[src/bbc_pkg.sv]
// ----------------------------------------------------------------------------
// bbc_pkg: shared types and constants for the block buffer cache directory
// Opcodes, status codes, entry record layout and sequencer states.
// ----------------------------------------------------------------------------
package bbc_pkg;

  localparam int unsigned DevW   = 16;
  localparam int unsigned BlkW   = 32;
  localparam int unsigned CntW   = 8;
  localparam int unsigned StampW = 32;
  localparam int unsigned SlotW  = 5;

  localparam logic [CntW-1:0] CountMax = 8'hff;

  typedef enum logic [1:0] {
    OP_GET     = 2'd0,
    OP_RELEASE = 2'd1,
    OP_PIN     = 2'd2,
    OP_UNPIN   = 2'd3
  } op_e;

  typedef enum logic [1:0] {
    ST_OK        = 2'd0,
    ST_NO_FREE   = 2'd1,
    ST_UNDERFLOW = 2'd2
  } status_e;

  typedef struct packed {
    logic              valid;
    logic [StampW-1:0] stamp;
    logic [CntW-1:0]   count;
    logic [BlkW-1:0]   blk;
    logic [DevW-1:0]   dev;
  } rec_t;

  localparam int unsigned RecW = $bits(rec_t);

  typedef enum logic [2:0] {
    S_IDLE,
    S_CLEAR,
    S_SCAN,
    S_VICTIM,
    S_READ,
    S_MODIFY,
    S_OUT
  } state_e;

endpackage

[src/bbc_ram.sv]
// ----------------------------------------------------------------------------
// bbc_ram: generic single-port synchronous RAM
// One write or read per cycle, read data registered.
// ----------------------------------------------------------------------------
module bbc_ram #(
  parameter int unsigned Width = 8,
  parameter int unsigned Depth = 32
) (
  input  logic                     clk_i,
  input  logic                     we_i,
  input  logic [$clog2(Depth)-1:0] addr_i,
  input  logic [Width-1:0]         wdata_i,
  output logic [Width-1:0]         rdata_o
);

  logic [Width-1:0] mem_q [Depth];
  logic [Width-1:0] rdata_q;

  always_ff @(posedge clk_i) begin
    if (we_i) begin
      mem_q[addr_i] <= wdata_i;
    end
    rdata_q <= mem_q[addr_i];
  end

  assign rdata_o = rdata_q;

endmodule

[src/block_buffer_cache_lru.sv]
// Sequence: a get scans every entry through the RAM read pipeline, reads the victim,
// updates it and loads the output register, skipping the update with no free entry;
// release/pin/unpin read, update and load, skipping the update when out of range.
// One item at a time; the next beat is taken the cycle after the result is loaded
// into the output register; a result that finds it still full waits in S_OUT.
// Reset: a clearing pass zeroes every RAM entry; no beat is taken during it.
// ----------------------------------------------------------------------------
// block_buffer_cache_lru: disk-block buffer cache directory with LRU recycle
// Tag lookup, reference counting and oldest-free victim search over one RAM.
// ----------------------------------------------------------------------------
module block_buffer_cache_lru #(
  parameter int unsigned ENTRIES = 32
) (
  input  logic         clk_i,
  input  logic         rst_ni,
  input  logic         s_axis_tvalid_i,
  output logic         s_axis_tready_o,
  // opcode[1:0], device[17:2], block_number[49:18], entry[54:50], now[86:55]
  input  logic [87:0]  s_axis_tdata_i,
  output logic         m_axis_tvalid_o,
  input  logic         m_axis_tready_i,
  // slot[4:0], needs_fill[5], status[7:6]
  output logic [7:0]   m_axis_tdata_o
);
  import bbc_pkg::*;

  localparam int unsigned AW = (ENTRIES > 1) ? $clog2(ENTRIES) : 1;
  localparam int unsigned CW = $clog2(ENTRIES + 1);
  localparam logic [CW-1:0] LastIdx = CW'(ENTRIES - 1);

  state_e state_q, state_d;
  logic [CW-1:0] idx_q, idx_d;
  logic [1:0] op_q;
  logic [DevW-1:0] dev_q;
  logic [BlkW-1:0] blk_q;
  logic [SlotW-1:0] ent_q;
  logic [StampW-1:0] now_q;
  logic hit_q, hit_d, found_q, found_d;
  logic [AW-1:0] tgt_q, tgt_d;
  logic [StampW-1:0] old_q, old_d;
  logic [SlotW-1:0] slot_q, slot_d;
  logic fill_q, fill_d;
  logic [1:0] stat_q, stat_d;
  logic ovld_q, ovld_d;
  logic [SlotW-1:0] oslot_q;
  logic ofill_q;
  logic [1:0] ostat_q;
  logic out_ld;

  logic we;
  logic [AW-1:0] addr;
  rec_t wrec, rrec;
  logic [AW-1:0] rd_idx_q;
  logic rd_vld_q;
  logic in_range;

  bbc_ram #(.Width(RecW), .Depth(ENTRIES)) u_ram (
    .clk_i  (clk_i),
    .we_i   (we),
    .addr_i (addr),
    .wdata_i(wrec),
    .rdata_o(rrec)
  );

  assign in_range = ({1'b0, ent_q} < (SlotW+1)'(ENTRIES > 31 ? 32 : ENTRIES))
                    && (32'(ent_q) < 32'(ENTRIES));

  assign out_ld = (state_q == S_OUT) && (!ovld_q || m_axis_tready_i);

  always_comb begin
    state_d = state_q;
    idx_d   = idx_q;
    hit_d   = hit_q;
    found_d = found_q;
    tgt_d   = tgt_q;
    old_d   = old_q;
    slot_d  = slot_q;
    fill_d  = fill_q;
    stat_d  = stat_q;
    ovld_d  = ovld_q;
    we      = 1'b0;
    addr    = idx_q[AW-1:0];
    wrec    = rrec;
    if (ovld_q && m_axis_tready_i) begin
      ovld_d = 1'b0;
    end
    case (state_q)
      S_CLEAR: begin
        we   = 1'b1;
        wrec = '0;
        idx_d = idx_q + 1'b1;
        if (idx_q == LastIdx) begin
          state_d = S_IDLE;
        end
      end
      S_IDLE: begin
        if (s_axis_tvalid_i) begin
          idx_d   = '0;
          hit_d   = 1'b0;
          found_d = 1'b0;
          tgt_d   = '0;
          if (s_axis_tdata_i[1:0] == OP_GET) begin
            state_d = S_SCAN;
          end else begin
            state_d = S_READ;
          end
        end
      end
      S_SCAN: begin
        if (idx_q != CW'(ENTRIES)) begin
          idx_d = idx_q + 1'b1;
        end
        if (rd_vld_q && !hit_q) begin
          if (rrec.dev == dev_q && rrec.blk == blk_q) begin
            hit_d = 1'b1;
            tgt_d = rd_idx_q;
          end else if (rrec.count == '0 && (!found_q || rrec.stamp < old_q)) begin
            found_d = 1'b1;
            old_d   = rrec.stamp;
            tgt_d   = rd_idx_q;
          end
        end
        if (rd_vld_q && rd_idx_q == LastIdx[AW-1:0]) begin
          state_d = S_VICTIM;
        end
      end
      S_VICTIM: begin
        addr = tgt_q;
        if (!hit_q && !found_q) begin
          slot_d  = '0;
          fill_d  = 1'b0;
          stat_d  = ST_NO_FREE;
          state_d = S_OUT;
        end else begin
          state_d = S_MODIFY;
        end
      end
      S_READ: begin
        addr = AW'(ent_q);
        tgt_d = AW'(ent_q);
        slot_d = ent_q;
        fill_d = 1'b0;
        stat_d = ST_OK;
        if (in_range) begin
          state_d = S_MODIFY;
        end else begin
          state_d = S_OUT;
        end
      end
      S_MODIFY: begin
        addr    = tgt_q;
        state_d = S_OUT;
        stat_d  = ST_OK;
        fill_d  = 1'b0;
        slot_d  = SlotW'(tgt_q);
        case (op_q)
          OP_GET: begin
            we = 1'b1;
            wrec.stamp = now_q;
            wrec.valid = 1'b1;
            if (hit_q) begin
              fill_d = !rrec.valid;
              if (rrec.count != CountMax) begin
                wrec.count = rrec.count + 1'b1;
              end
            end else begin
              fill_d = 1'b1;
              wrec.dev = dev_q;
              wrec.blk = blk_q;
              wrec.count = CntW'(1);
            end
          end
          OP_PIN: begin
            we = 1'b1;
            if (rrec.count != CountMax) begin
              wrec.count = rrec.count + 1'b1;
            end
          end
          default: begin
            if (rrec.count == '0) begin
              stat_d = ST_UNDERFLOW;
            end else begin
              we = 1'b1;
              wrec.count = rrec.count - 1'b1;
              if (op_q == OP_RELEASE && rrec.count == CntW'(1)) begin
                wrec.stamp = now_q;
              end
            end
          end
        endcase
      end
      S_OUT: begin
        if (out_ld) begin
          ovld_d  = 1'b1;
          state_d = S_IDLE;
        end
      end
      default: state_d = S_IDLE;
    endcase
  end

  always_ff @(posedge clk_i or negedge rst_ni) begin
    if (!rst_ni) begin
      state_q  <= S_CLEAR;
      idx_q    <= '0;
      ovld_q   <= 1'b0;
      rd_vld_q <= 1'b0;
      hit_q    <= 1'b0;
      found_q  <= 1'b0;
    end else begin
      state_q  <= state_d;
      idx_q    <= idx_d;
      ovld_q   <= ovld_d;
      rd_vld_q <= (state_q == S_SCAN) && (idx_q != CW'(ENTRIES));
      hit_q    <= hit_d;
      found_q  <= found_d;
    end
  end

  always_ff @(posedge clk_i) begin
    rd_idx_q <= addr;
    tgt_q    <= tgt_d;
    old_q    <= old_d;
    slot_q   <= slot_d;
    fill_q   <= fill_d;
    stat_q   <= stat_d;
    if (out_ld) begin
      oslot_q <= slot_q;
      ofill_q <= fill_q;
      ostat_q <= stat_q;
    end
    if (state_q == S_IDLE && s_axis_tvalid_i) begin
      op_q  <= s_axis_tdata_i[1:0];
      dev_q <= s_axis_tdata_i[17:2];
      blk_q <= s_axis_tdata_i[49:18];
      ent_q <= s_axis_tdata_i[54:50];
      now_q <= s_axis_tdata_i[86:55];
    end
  end

  assign s_axis_tready_o = (state_q == S_IDLE);
  assign m_axis_tvalid_o = ovld_q;
  assign m_axis_tdata_o  = {ostat_q, ofill_q, oslot_q};

  property p_busy_no_ready;
    @(posedge clk_i) disable iff (!rst_ni)
      (state_q != S_IDLE) |-> !s_axis_tready_o;
  endproperty
  a_busy_no_ready: assert property (p_busy_no_ready) else $error("ready while busy");

  property p_out_after;
    @(posedge clk_i) disable iff (!rst_ni)
      $rose(m_axis_tvalid_o) |-> $past(state_q == S_OUT);
  endproperty
  a_out_after: assert property (p_out_after) else $error("result without sequence");

  property p_fill_ok;
    @(posedge clk_i) disable iff (!rst_ni)
      (m_axis_tvalid_o && ofill_q) |-> (ostat_q == ST_OK);
  endproperty
  a_fill_ok: assert property (p_fill_ok) else $error("fill with error status");

endmodule

[config.mk]
export PLATFORM = sky130hd
export DESIGN_NAME = block_buffer_cache_lru
export DESIGN_NICKNAME = d
export VERILOG_FILES = /design/src/bbc_pkg.sv /design/src/bbc_ram.sv /design/src/block_buffer_cache_lru.sv
export SDC_FILE = /design/constraint.sdc
export NUM_CORES = 2
export LEC_CHECK = 0
export BUFFER_PORTS_ARGS = -buffer_cell sky130_fd_sc_hd__buf_2
export CORE_MARGIN = 1.5
export CORE_UTILIZATION = 45
export DETAILED_ROUTE_END_ITERATION = 8
export GPL_TIMING_DRIVEN = 0
export PLACE_DENSITY = 0.59
export SETUP_SLACK_MARGIN = 0.02
export SYNTH_ARGS = -nofsm -noshare
export SYNTH_HDL_FRONTEND = slang
export SYNTH_HIERARCHICAL = 1
export SYNTH_SLANG_ARGS = --single-unit
export TNS_END_PERCENT = 5
[constraint.sdc]
create_clock -name clk_i -period 10.64 [get_ports clk_i]
set_input_delay 1.596 -clock clk_i [delete_from_list [all_inputs] [get_ports clk_i]]
set_output_delay 1.596 -clock clk_i [all_outputs]
set_load 0.03 [all_outputs]
==> qor.csv <==
stage,metric,value,unit
routing,Vias/cell,5.91,
min_path,Worst Hold Class,reg2reg,
placement,I/O Buffers,100,
cts,root buffer cell,clkbuf_16,
synthesis,syn_nets,6605,
placement,post-place setup slack,4440,ps
floorplan,Die ar.,265000,um2
sta,Max-slew headroom,0.144,
synthesis,Cells after Synth,6477,
sta,Setup Viol. Count Final,0,
layout,"commonest non-fill, non-tap cell in the layout",edfxtp_1,
routing,DR pass1 iterations,7,
global_routing,grt met2 use,0.404,
sta,Least-Margin Pin Slew,1280,ps
cts,Post-CTS Setup Inserts,0,
routing,ANT nets after route,0,
synthesis,Yosys reg bits,3095,
sta,final slew viol count,0,
synthesis,"FFs w/ async S/R, synth",0.00420,
global_routing,global-route wire length before repair,469000,um
layout,"Core Util, Final",0.529,
sta,setup slack after layout,4320,ps
critical_path,Worst path most repeated cell,buf_2,
critical_path,Worst setup EP type,register,
floorplan,core area,260000,um2
floorplan,width of the chip,514,um
critical_path,CP Launch Type,register,
critical_path,WP buf/inv,9,
synthesis,count of flip-flops with a built-in enable after synthesis,2988,
critical_path,Critical Path Slowest Stage Cell,nor2_4,
critical_path,CP arrival,6860,ps
run,number of max-cap violations,0,
synthesis,mapped cell area,118000,um2
pwr,power density over the cells,328,nW/um2
critical_path,"delay-heaviest family, CP",buffers and inverters,
layout,synthesis-to-layout area growth,16.9,%
layout,share of cells above drive strength 1,0.144,
global_routing,pin count of the biggest net entering global routing,56,
sta,RSZ-0062 raised after global routing,false,
routing,Total Routed Length,337000,um
critical_path,delay of the slowest critical-path stage,920,ps
global_routing,Total GRT Usage,0.250,
pwr,NetSw,0.0166,W
placement,Placed Area,127000,um2
cts,CTS Buf Count,323,
pwr,Pint,0.0286,W
sta,clock skew,61.3,ps
pwr,sw frac,0.368,
critical_path,Critical Path RT,11180,ps
global_routing,Most Crowded Layer GR,met2,
pwr,clock share of power,0.246,
floorplan,Die Y,514,um
sta,Final Cycle Share,0.594,
sta,maximum clock rate,158,MHz
placement,post-DP HPWL,229000,um
status,result of the run,"finished, final reports clean",
global_routing,met1 track demand over resource,0.336,
floorplan,row count,187,
layout,Nets,7267,
cts,clock sinks,3095,
pwr,Max VDD drop,0.000443,V
routing,post-detailed-route DRC marker count,0,
critical_path,WS Path Type,reg2reg,
pwr,Leak,46.7,nW
global_routing,grt met3 use,0.0431,
placement,Final GP Congestion,0.835,
global_routing,vias in the first global route,63142,
layout,final instance area,138000,um2
cts,Clock Tree Buf Depth,4,
routing,wire length per cell,30.9,um
cts,Worst-path clk slew,60,ps
floorplan,starting density of the core,0.453,
cts,# hold bufs at CTS,0,
layout,"commonest cells after routing, fill and taps aside","2988 x edfxtp_1, 1430 x mux2i_1, 717 x o22ai_1",
pwr,Comb power frac,0.377,
sta,Final Hold Violating Endpoints,0,
routing,vias,64516,
synthesis,number of library cell types mapped by synthesis,62,
sta,Sum Neg Setup Slack,0,ps
cts,Worst-Skew Late Latency,890,ps
sta,WHS,397,ps
synthesis,register area share after synthesis,0.781,
synthesis,"Top FF cell, synth",edfxtp_1,
pwr,Flop pwr share,0.377,
critical_path,CP Cell Sequence,clkbuf_1 -> buf_1 -> nand2_1 -> a31oi_1 -> buf_2 -> buf_2 -> buf_2 -> buf_2 -> nand3_1 -> nor2_4 -> buf_12 -> buf_12 -> buf_12,
sta,Final Critical Period,6320,ps
synthesis,Mean Syn Cell Area,18.2,um2
cts,CTS tree,done,
global_routing,gr ovfl total,0,
global_routing,initial antenna violation count,31,
synthesis,Ys Warns,6,
cts,Post-CTS Resized,0,
cts,H-tree depth,5,
floorplan,I/O pins,102,
critical_path,"Max FO, Critical Path",22,
routing,DRT iter0 DRCs,7403,
[routing by layer]
layer  wire, um  part of all wire
met5        108           0.00032
met4      14100             0.042
met1     135000              0.40
met2     160000              0.47
met3      27700             0.082
[flip-flops by register name, indices dropped and copies added, names as in the netlist, 6 cells and up]
| name | flops |
|---|---|
| now_q | 32 |
| idx_q | 6 |
| dev_q | 16 |
| u_ram/rdata_o | 89 |
| old_q | 32 |
| u_ram/mem_q | 2848 |
| blk_q | 32 |
[power groups by stage]
stage | logic (W) | clock network (W) | registers (W)
floorplan | 0.00978 | 0 | 0.0172
global placement | 0.0157 | 0 | 0.0176
detailed placement | 0.0169 | 0 | 0.0173
CTS | 0.0169 | 0.0113 | 0.0170
global route | 0.0179 | 0.0117 | 0.0171
finish | 0.0170 | 0.0111 | 0.0170
[cells in the mapped netlist, types with 8 or more instances]
master | number | area, um2
a21oi_1 | 30 | 150
buf_1 | 16 | 60.1
nand2_1 | 168 | 631
edfxtp_1 | 2988 | 89700
nand4b_1 | 8 | 70.1
dfrtp_1 | 12 | 300
o21ai_0 | 18 | 90.1
a22o_1 | 32 | 280
inv_1 | 45 | 169
buf_6 | 12 | 135
buf_4 | 8 | 60.1
a22oi_1 | 54 | 405
mux2i_1 | 1430 | 14300
nor4_1 | 181 | 1130
dfxtp_1 | 94 | 1880
o22ai_1 | 718 | 4490
ha_1 | 36 | 450
nor3_1 | 17 | 85.1
nand4_1 | 19 | 119
o21ai_1 | 48 | 240
a31oi_1 | 9 | 56.3
nand3_1 | 12 | 60.1
clkbuf_1 | 169 | 634
nor2_1 | 67 | 251
buf_2 | 159 | 796
xnor2_1 | 49 | 429
[per-stage QoR]
| step | power, W | std cells |
|---|---|---|
| 2_1_floorplan | 0.0270 | 6477 |
| 3_3_place_gp | 0.0333 | 10073 |
| 3_5_place_dp | 0.0342 | 10310 |
| 4_1_cts | 0.0452 | 10885 |
| 5_1_grt | 0.0467 | 10889 |
| 6_report | 0.0452 | 10918 |
[layout make-up]
| cell class | instances | area, um2 |
|---|---|---|
| diodes | 33 | 82.6 |
| plain buffers | 364 | 1690 |
| clock buffers | 429 | 8740 |
| clock inverters | 146 | 1610 |
| fillers | 20461 | 122000 |
| inverters | 45 | 174 |
| multi-input cells | 2973 | 24400 |
| flip-flops and latches | 3095 | 91900 |
| well taps | 3496 | 4370 |
| repair buffers | 337 | 4640 |
[worst reg2reg max path, cell delays in order, from the launching register on]
cell and delay (ps):
dfstp_2 540, clkbuf_1 330, buf_1 510, nand2_1 290, a31oi_1 320, buf_2 200
buf_2 190, buf_2 500, buf_2 580, nand3_1 790, nor2_4 930, buf_12 290
buf_12 270, buf_12 240
[worst paths after layout]
path,cells past startpoint,slack [ps],end,start
max in group asynchronous,1,9730,state_q[0],rst_ni
max reg2reg,13,4320,u_ram/mem_q[23][36],state_q[0]
max,13,4320,u_ram/mem_q[23][36],state_q[0]
min,0,400,ostat_q[1],stat_q[1]
min in group asynchronous,1,620,state_q[1],rst_ni
min reg2reg,0,400,ostat_q[1],stat_q[1]
[logic make-up (layout without fill, tap and decap cells)]
| family | Yosys count | after routing | synth area share |
|---|---|---|---|
| and+or+nand+nor | 519 | 519 | 0.0233 |
| other | 0 | 33 | 0 |
| muxes | 1430 | 1430 | 0.122 |
| DFF | 3095 | 3095 | 0.781 |
| adders and majority gates | 36 | 36 | 0.00383 |
| buffers and inverters | 409 | 1321 | 0.0158 |
| AOI/OAI and AO/OA | 936 | 936 | 0.0504 |
| xor gates and xnor gates | 52 | 52 | 0.00387 |
(Power assumes the default switching activity.)
